### config.mk
export PLATFORM = sky130hd
export DESIGN_NAME = per_candidate_best_kind_classifier
export DESIGN_NICKNAME = d
export VERILOG_FILES = /design/src/rtl/bkc_pkg.sv /design/src/rtl/bkc_rank.sv /design/src/rtl/bkc_queue.sv /design/src/rtl/per_candidate_best_kind_classifier.sv
export SDC_FILE = /design/constraint.sdc
export NUM_CORES = 1
export LEC_CHECK = 0
export BUFFER_PORTS_ARGS = -buffer_cell sky130_fd_sc_hd__buf_2
export CAP_MARGIN = 20
export CELL_PAD_IN_SITES_DETAIL_PLACEMENT = 2
export CELL_PAD_IN_SITES_GLOBAL_PLACEMENT = 2
export CORE_ASPECT_RATIO = 0.9
export CORE_MARGIN = 3
export CORE_UTILIZATION = 30
export CTS_CLUSTER_DIAMETER = 200
export DETAILED_ROUTE_END_ITERATION = 16
export PLACE_DENSITY = 0.65
export SKIP_CTS_REPAIR_TIMING = 1
export SLEW_MARGIN = 25
export SYNTH_ARGS = -nofsm -noshare
export SYNTH_HDL_FRONTEND = slang
export SYNTH_SLANG_ARGS = --single-unit
### constraint.sdc
create_clock -name clock -period 22.7 [get_ports clock]
set_clock_uncertainty 0.15 [all_clocks]
set_input_delay 3.405 -clock clock [delete_from_list [all_inputs] [get_ports clock]]
set_output_delay 3.405 -clock clock [all_outputs]
set_load 0.01 [all_outputs]
### src/rtl/bkc_pkg.sv
// Shared types and constants of the per-candidate best-kind classifier.
// No dependencies; every other file of the block imports this package.
package bkc_pkg;

   localparam int SCORE_W  = 16;
   localparam int ID_WIDTH = 14;
   localparam int CSR_W    = 16;
   localparam int RANK_W   = SCORE_W + 2;
   localparam int QDEPTH   = 4;
   localparam int QPTR_W   = $clog2(QDEPTH);
   localparam int QCNT_W   = $clog2(QDEPTH + 1);

   typedef logic signed [SCORE_W-1:0] score_type;
   typedef score_type [2:0] best_set_type;

   localparam score_type BEST_RESET = score_type'(-256);
   localparam logic signed [RANK_W-1:0] RANK_FLOOR = RANK_W'(-512);

   typedef enum logic [1:0] {
      CLASS_MALE    = 2'd0,
      CLASS_FEMALE  = 2'd1,
      CLASS_FERRULE = 2'd2,
      CLASS_UNKNOWN = 2'd3
   } kind_type;

   // kind code 3 on a request means the score is not merged
   localparam kind_type KIND_IGNORED = CLASS_UNKNOWN;

   typedef enum logic [1:0] {
      REG_MF_THRESH  = 2'd0,
      REG_FER_THRESH = 2'd1,
      REG_MARGIN     = 2'd2,
      REG_SPARE      = 2'd3
   } reg_index_type;

   typedef struct packed {
      score_type           score;
      kind_type            kind;
      logic [ID_WIDTH-1:0] cand;
      logic                last;
   } result_type;

   typedef struct packed {
      logic       valid;
      result_type data;
   } push_type;

   typedef struct packed {
      logic not_empty;
      logic room_for_two;
   } queue_status_type;

endpackage

### src/rtl/bkc_rank.sv
// Ranks the three per-kind bests of one candidate and labels the winner.
// Uses bkc_pkg; instantiated twice by the top level.
module bkc_rank (
   input  bkc_pkg::best_set_type      bests,
   input  logic [bkc_pkg::CSR_W-1:0]  mf_thresh,
   input  logic [bkc_pkg::CSR_W-1:0]  fer_thresh,
   input  logic [bkc_pkg::CSR_W-1:0]  margin,
   output bkc_pkg::score_type         top_score,
   output bkc_pkg::kind_type          class_kind
);
   import bkc_pkg::*;

   logic signed [RANK_W-1:0] top1;
   logic signed [RANK_W-1:0] top2;
   logic signed [RANK_W-1:0] cur;
   logic signed [RANK_W-1:0] need;
   logic signed [RANK_W-1:0] lead;
   kind_type                 win;

   always_comb begin
      top1 = RANK_FLOOR;
      top2 = RANK_FLOOR;
      win  = CLASS_UNKNOWN;
      for (int k = 0; k < 3; k++) begin
         cur = RANK_W'(bests[k]);
         if (cur > top1) begin
            top2 = top1;
            top1 = cur;
            win  = kind_type'(k[1:0]);
         end else if (cur > top2) begin
            top2 = cur;
         end
      end
      need = (win == CLASS_FERRULE) ? $signed({2'b00, fer_thresh})
                                    : $signed({2'b00, mf_thresh});
      lead = top1 - top2;
      if (top1 < need || lead < $signed({2'b00, margin})) begin
         class_kind = CLASS_UNKNOWN;
      end else begin
         class_kind = win;
      end
      top_score = top1[SCORE_W-1:0];
   end

endmodule

### src/rtl/bkc_queue.sv
// Four-entry result queue; takes up to two results a cycle, gives one.
// Uses bkc_pkg.
module bkc_queue (
   input  logic                      clock,
   input  logic                      reset,
   input  bkc_pkg::push_type         push_a,
   input  bkc_pkg::push_type         push_b,
   input  logic                      pop,
   output bkc_pkg::result_type       head,
   output bkc_pkg::queue_status_type status
);
   import bkc_pkg::*;

   result_type          mem_ff [QDEPTH];
   logic [QPTR_W-1:0]   wr_ptr_ff, wr_ptr_in;
   logic [QPTR_W-1:0]   rd_ptr_ff, rd_ptr_in;
   logic [QCNT_W-1:0]   count_ff, count_in;
   logic [QPTR_W-1:0]   b_addr;

   always_comb begin
      b_addr    = wr_ptr_ff + QPTR_W'(push_a.valid);
      wr_ptr_in = wr_ptr_ff + QPTR_W'(push_a.valid) + QPTR_W'(push_b.valid);
      rd_ptr_in = rd_ptr_ff + QPTR_W'(pop);
      count_in  = count_ff + QCNT_W'(push_a.valid) + QCNT_W'(push_b.valid)
                  - QCNT_W'(pop);
   end

   always_ff @(posedge clock) begin
      if (reset) begin
         wr_ptr_ff <= '0;
         rd_ptr_ff <= '0;
         count_ff  <= '0;
      end else begin
         wr_ptr_ff <= wr_ptr_in;
         rd_ptr_ff <= rd_ptr_in;
         count_ff  <= count_in;
      end
   end

   always_ff @(posedge clock) begin
      if (push_a.valid) begin
         mem_ff[wr_ptr_ff] <= push_a.data;
      end
      if (push_b.valid) begin
         mem_ff[b_addr] <= push_b.data;
      end
   end

   assign head                = mem_ff[rd_ptr_ff];
   assign status.not_empty    = (count_ff != '0);
   assign status.room_for_two = (count_ff <= QCNT_W'(QDEPTH - 2));

endmodule

### src/rtl/per_candidate_best_kind_classifier.sv
// Per-candidate best-kind classifier: top level with state, config and handshakes.
// Uses bkc_pkg, bkc_rank and bkc_queue.
//
// One request is taken per clock while req_stall is low. A request that closes
// the open candidate (new id) and/or ends the batch yields one or two results,
// labelled in the cycle of acceptance and shown on rsp_* behind any results
// already queued. Results leave one per clock while rsp_stall is low, through
// a four-entry queue; req_stall rises while fewer than two entries are free,
// so two-result requests in a run are paced by the single output port.
module per_candidate_best_kind_classifier (
   input  logic                           clock,
   input  logic                           reset,
   input  logic                           req_valid,
   output logic                           req_stall,
   input  logic signed [15:0]             req_match_score,
   input  logic [1:0]                     req_score_kind,
   input  logic [bkc_pkg::ID_WIDTH-1:0]   req_candidate_id,
   input  logic                           req_batch_end,
   output logic                           rsp_valid,
   input  logic                           rsp_stall,
   output logic signed [15:0]             rsp_top_score,
   output logic [1:0]                     rsp_class_kind,
   output logic [bkc_pkg::ID_WIDTH-1:0]   rsp_result_candidate,
   output logic                           rsp_result_last,
   input  logic                           csr_valid,
   output logic                           csr_ready,
   input  logic [1:0]                     csr_index,
   input  logic [15:0]                    csr_wdata
);
   import bkc_pkg::*;

   logic [CSR_W-1:0]    mf_thresh_ff, fer_thresh_ff, margin_ff;
   best_set_type        best_ff, best_in;
   logic [ID_WIDTH-1:0] open_id_ff, open_id_in;
   logic                open_ff, open_in;

   logic                req_take;
   logic                rsp_take;
   logic                flush;
   kind_type            in_kind;
   best_set_type        base;
   best_set_type        merged;
   score_type           old_score, new_score;
   kind_type            old_kind, new_kind;
   push_type            push_a, push_b;
   result_type          head;
   queue_status_type    qstat;

   assign csr_ready = 1'b1;

   always_ff @(posedge clock) begin
      if (reset) begin
         mf_thresh_ff  <= '0;
         fer_thresh_ff <= '0;
         margin_ff     <= '0;
      end else if (csr_valid && csr_ready) begin
         case (reg_index_type'(csr_index))
            REG_MF_THRESH:  mf_thresh_ff  <= csr_wdata;
            REG_FER_THRESH: fer_thresh_ff <= csr_wdata;
            REG_MARGIN:     margin_ff     <= csr_wdata;
            default: ;
         endcase
      end
   end

   assign req_take = req_valid && !req_stall;
   assign rsp_take = rsp_valid && !rsp_stall;
   assign in_kind  = kind_type'(req_score_kind);
   assign flush    = open_ff && (req_candidate_id != open_id_ff);

   always_comb begin
      base = flush ? {3{BEST_RESET}} : best_ff;
      merged = base;
      if (in_kind != KIND_IGNORED && req_match_score > base[req_score_kind]) begin
         merged[req_score_kind] = req_match_score;
      end
      if (req_batch_end) begin
         best_in = {3{BEST_RESET}};
         open_in = 1'b0;
      end else begin
         best_in = merged;
         open_in = 1'b1;
      end
      open_id_in = req_candidate_id;
   end

   always_ff @(posedge clock) begin
      if (reset) begin
         best_ff    <= {3{BEST_RESET}};
         open_id_ff <= '0;
         open_ff    <= 1'b0;
      end else if (req_take) begin
         best_ff    <= best_in;
         open_id_ff <= open_id_in;
         open_ff    <= open_in;
      end
   end

   bkc_rank u_rank_old (
      .bests      (best_ff),
      .mf_thresh  (mf_thresh_ff),
      .fer_thresh (fer_thresh_ff),
      .margin     (margin_ff),
      .top_score  (old_score),
      .class_kind (old_kind)
   );

   bkc_rank u_rank_new (
      .bests      (merged),
      .mf_thresh  (mf_thresh_ff),
      .fer_thresh (fer_thresh_ff),
      .margin     (margin_ff),
      .top_score  (new_score),
      .class_kind (new_kind)
   );

   always_comb begin
      push_a.valid      = req_take && flush;
      push_a.data.score = old_score;
      push_a.data.kind  = old_kind;
      push_a.data.cand  = open_id_ff;
      push_a.data.last  = 1'b0;
      push_b.valid      = req_take && req_batch_end;
      push_b.data.score = new_score;
      push_b.data.kind  = new_kind;
      push_b.data.cand  = req_candidate_id;
      push_b.data.last  = 1'b1;
   end

   bkc_queue u_queue (
      .clock  (clock),
      .reset  (reset),
      .push_a (push_a),
      .push_b (push_b),
      .pop    (rsp_take),
      .head   (head),
      .status (qstat)
   );

   assign req_stall            = !qstat.room_for_two;
   assign rsp_valid            = qstat.not_empty;
   assign rsp_top_score        = head.score;
   assign rsp_class_kind       = head.kind;
   assign rsp_result_candidate = head.cand;
   assign rsp_result_last      = head.last;

   a_end_closes: assert property (@(posedge clock) disable iff (reset)
      req_take && req_batch_end |=> !open_ff)
      else $error("candidate still open after batch end");

   a_flush_result: assert property (@(posedge clock) disable iff (reset)
      req_take && flush |=> rsp_valid)
      else $error("closed candidate produced no result");

   a_idle_bests: assert property (@(posedge clock) disable iff (reset)
      !open_ff |-> (best_ff[0] == BEST_RESET && best_ff[1] == BEST_RESET &&
                    best_ff[2] == BEST_RESET))
      else $error("bests not cleared while no candidate is open");

endmodule

==> insert_results.sql <==
INSERT INTO impl_metrics (metric_group, metric, value, unit) VALUES
('floorplanning', 'fp.dieW', '277', 'µm'),
('place', 'finalWeightedCongestion', '0.898', ''),
('routing', 'num_vias', '18466', ''),
('synth', 'synth.cell_area', '19800', 'µm²'),
('synth', 'synth.ff_latch_count', '250', ''),
('worst_setup_path', 'critPathLaunchType', 'primary input', ''),
('cts', 'clock_latency', '620', 'ps'),
('synth', 'yosys.area.top_type_share', '0.194', ''),
('routing', 'routed_wire_per_std_cell', '28.0', 'µm'),
('worst_setup_path', 'timing.critical_path.max_delay_family', 'compound AO/OA/AOI/OAI gates', ''),
('cts', 'cts_tree', 'built', ''),
('timing', 'finalCritPeriodShare', '0.784', ''),
('floorplanning', 'die_area', '69100', 'µm²'),
('worst_setup_path', 'cp.required', '22890', 'ps'),
('cts', 'clockRootBuffer', 'sky130_fd_sc_hd__clkbuf_16', ''),
('routing', 'postRouteWirelength', '87700', 'µm'),
('floorplanning', 'design.portCount', '92', ''),
('grt', 'number_of_global_route_vias_before_repair', '19646', ''),
('cts', 'cts_buffers', '31', ''),
('timing', 'timing.slew.headroom', '0.302', ''),
('routing', 'detailedRoute.firstPassIterationCount', '8', ''),
('timing', 'worst_margin_slew', '1040', 'ps'),
('place', 'placed_cells', '3069', ''),
('timing', 'min_period', '17800', 'ps'),
('synth', 'async_flop_share', '0', ''),
('hold_path', 'min_path_type', 'register to register', ''),
('synth', 'synth.yosys.warnings', '0', ''),
('finish', 'nets_finish', '2516', ''),
('synth', 'syn-mean-instance-area', '8.99', 'µm²'),
('worst_setup_path', 'criticalPathCategory', 'primary input to register', ''),
('timing', 'fin_setup_tns', '0', 'ps'),
('timing', 'final-setup-viol-count', '0', ''),
('run_status', 'outcome', 'finished, final reports clean', ''),
('place', 'post-dp-hpwl', '65500', 'µm'),
('synth', 'synth_most_common_cell', 'sky130_fd_sc_hd__nand2_1', ''),
('grt', 'maximum_number_of_pins_on_one_net_before_global_route_repair', '61', ''),
('floorplanning', 'row_count', '88', ''),
('synth', 'synth-main-ff-cell', 'sky130_fd_sc_hd__edfxtp_1', ''),
('floorplanning', 'initial_core_util', '0.306', ''),
('routing', 'postRouteAntennaNets', '0', ''),
('timing', 'maxSlewViolCount', '0', ''),
('place', 'place.port_buffers', '90', ''),
('job', 'cap_viol_max_count', '0', ''),
('finish', 'regArea', '6290', 'µm²'),
('timing', 'rsz_0062_raised_after_global_routing', 'false', ''),
('synth', 'synth_sequential_area_ratio', '0.318', ''),
('worst_setup_path', 'endpoint_kind', 'register', ''),
('timing', 'timing.fmax', '56.2', 'MHz'),
('finish', 'final.fill_count', '7185', ''),
('worst_setup_path', 'critical-path-top-cell-by-count', 'sky130_fd_sc_hd__a21oi_1', ''),
('synth', 'synth_fp_nets', '2471', ''),
('synth', 'number_of_cells_produced_by_synthesis', '2202', ''),
('worst_setup_path', 'worst_path_largest_cell_delay', '810', 'ps'),
('floorplanning', 'die-height', '250', 'µm'),
('grt', 'global_route.usage.total', '0.246', ''),
('cts', 'cts.sinks', '250', ''),
('routing', 'dr.first_iter.drc_count', '1337', ''),
('grt', 'wire_length_of_the_first_global_routing_pass', '131000', 'µm'),
('worst_setup_path', 'crit_path_max_fanout', '46', ''),
('synth', 'top_cell_type_by_total_area_after_synthesis', 'sky130_fd_sc_hd__edfxtp_1', ''),
('timing', 'hold_ws', '298', 'ps'),
('cts', 'clk_path_buf_depth', '3', ''),
('worst_setup_path', 'cp_slowest_cell', 'sky130_fd_sc_hd__or2_2', ''),
('synth', 'synth_top_cells_by_count', 'sky130_fd_sc_hd__nand2_1, sky130_fd_sc_hd__ha_1, sky130_fd_sc_hd__a21oi_1', ''),
('cts', 'clock_tree.htree_level_count', '1', ''),
('synth', 'synth_edf_count', '128', ''),
('routing', 'post_detailed_route_via_to_cell_ratio', '5.90', ''),
('synth', 'post_synth_main_area_contributors', 'sky130_fd_sc_hd__edfxtp_1, sky130_fd_sc_hd__ha_1, sky130_fd_sc_hd__dfxtp_1, sky130_fd_sc_hd__nand2_1, sky130_fd_sc_hd__a21oi_1', ''),
('finish', 'multi_input_combinational_cell_area', '12600', 'µm²'),
('floorplanning', 'design.core.area', '64700', 'µm²'),
('synth', 'yosys.cell_types.count', '95', ''),
('worst_setup_path', 'worstPathArrival', '17990', 'ps'),
('grt', 'grt.overflow.total', '0', ''),
('cts', 'cts_clk_pin_slew_worst_paths', '60', 'ps'),
('finish', 'finalNonFillerCells', '3128', ''),
('finish', 'layout-drive-gt1-share', '0.135', ''),
('finish', 'synthToLayoutAreaGrowth', '11.9', '%'),
('routing', 'drc', '0', ''),
('grt', 'antenna_found_initial', '1', ''),
('worst_setup_path', 'critical_path_buf_inv_count', '3', ''),
('timing', 'final_hold_vio_count', '0', '');
flip-flops by register name, indices dropped and copies added, names as in the netlist:
name and count:
u_queue.mem_ff 132, best_ff 48, fer_thresh_ff 16, margin_ff 16
mf_thresh_ff 16, open_id_ff 14, u_queue.count_ff 3, u_queue.rd_ptr_ff 2
u_queue.wr_ptr_ff 2, open_ff 1
logic make-up (layout without fill, tap and decap cells):
group	after synthesis	in the layout	synth area share
flip-flops	250	250	0.318
adder cells (fa/ha/maj)	213	213	0.136
AND/OR/NAND/NOR	667	667	0.155
XOR/XNOR	37	37	0.0164
buffers and inverters	240	310	0.0503
AO/OA/AOI/OAI	646	646	0.224
multiplexers	148	148	0.101
other	1	2	0.000189
cell type report:
cell class | instances | area share
Tap cell | 855 | 0.0483
Sequential cell | 250 | 0.284
Clock buffer | 43 | 0.0398
Antenna cell | 1 | 0.000113
Clock inverter | 15 | 0.00480
Timing Repair Buffer | 133 | 0.0350
Multi-Input combinational cell | 1712 | 0.568
Inverter | 119 | 0.0202
per-layer routing:
layer / up-vias / wire length (µm) / track usage
met5: - / 0 / 0
met2: 459 / 42000 / 0.421
met4: 0 / 1640 / 0.0479
met1: 9612 / 39800 / 0.335
met3: 92 / 4200 / 0.0279
li1: 8303 / - / -
per-stage QoR:
step                utilization  worst slack (ps)  area [µm²]
floorplan                     -              8170       19800
global placement          0.327              5210       21100
detailed placement        0.327              4500       21200
CTS                       0.342              5050       22100
global route              0.342              4130       22200
finish                    0.342              4900       22200
cells in the final DEF, fill, tap and decap left out, types with 87 or more instances in the layout:
master	synthesis	layout
sky130_fd_sc_hd__a22o_1	91	91
sky130_fd_sc_hd__buf_2	17	89
sky130_fd_sc_hd__nor2_1	168	162
sky130_fd_sc_hd__inv_1	115	115
sky130_fd_sc_hd__ha_1	209	209
sky130_fd_sc_hd__mux2i_1	88	87
sky130_fd_sc_hd__edfxtp_1	128	128
sky130_fd_sc_hd__nand2_1	281	281
sky130_fd_sc_hd__dfxtp_1	122	121
sky130_fd_sc_hd__a21oi_1	177	172
path summary, 6_finish.rpt:
kind	start	end	slack (ps)	depth (start not counted)
setup reg to reg	open_id_ff[13]	u_queue.mem_ff[0][16]	7430	45
hold / removal	u_queue.mem_ff[2][0]	u_queue.mem_ff[2][0]	300	2
setup / recovery	req_candidate_id[13]	u_queue.mem_ff[0][16]	4900	46
hold reg to reg	u_queue.mem_ff[2][0]	u_queue.mem_ff[2][0]	300	2
worst register-to-register path, delay by kind of cell, from the launching register on:
family	cells	cell delay, ps
and+or+nand+nor	10	4190
buffers and inverters	2	640
xor gates and xnor gates	2	390
DFF	1	360
AOI/OAI and AO/OA	24	6560
adders and majority gates	5	1640
muxes	2	1070
Power is left out: the tool's default activity adds up to more than one toggle a clock period on the data nets, which glitch-free logic cannot reach.
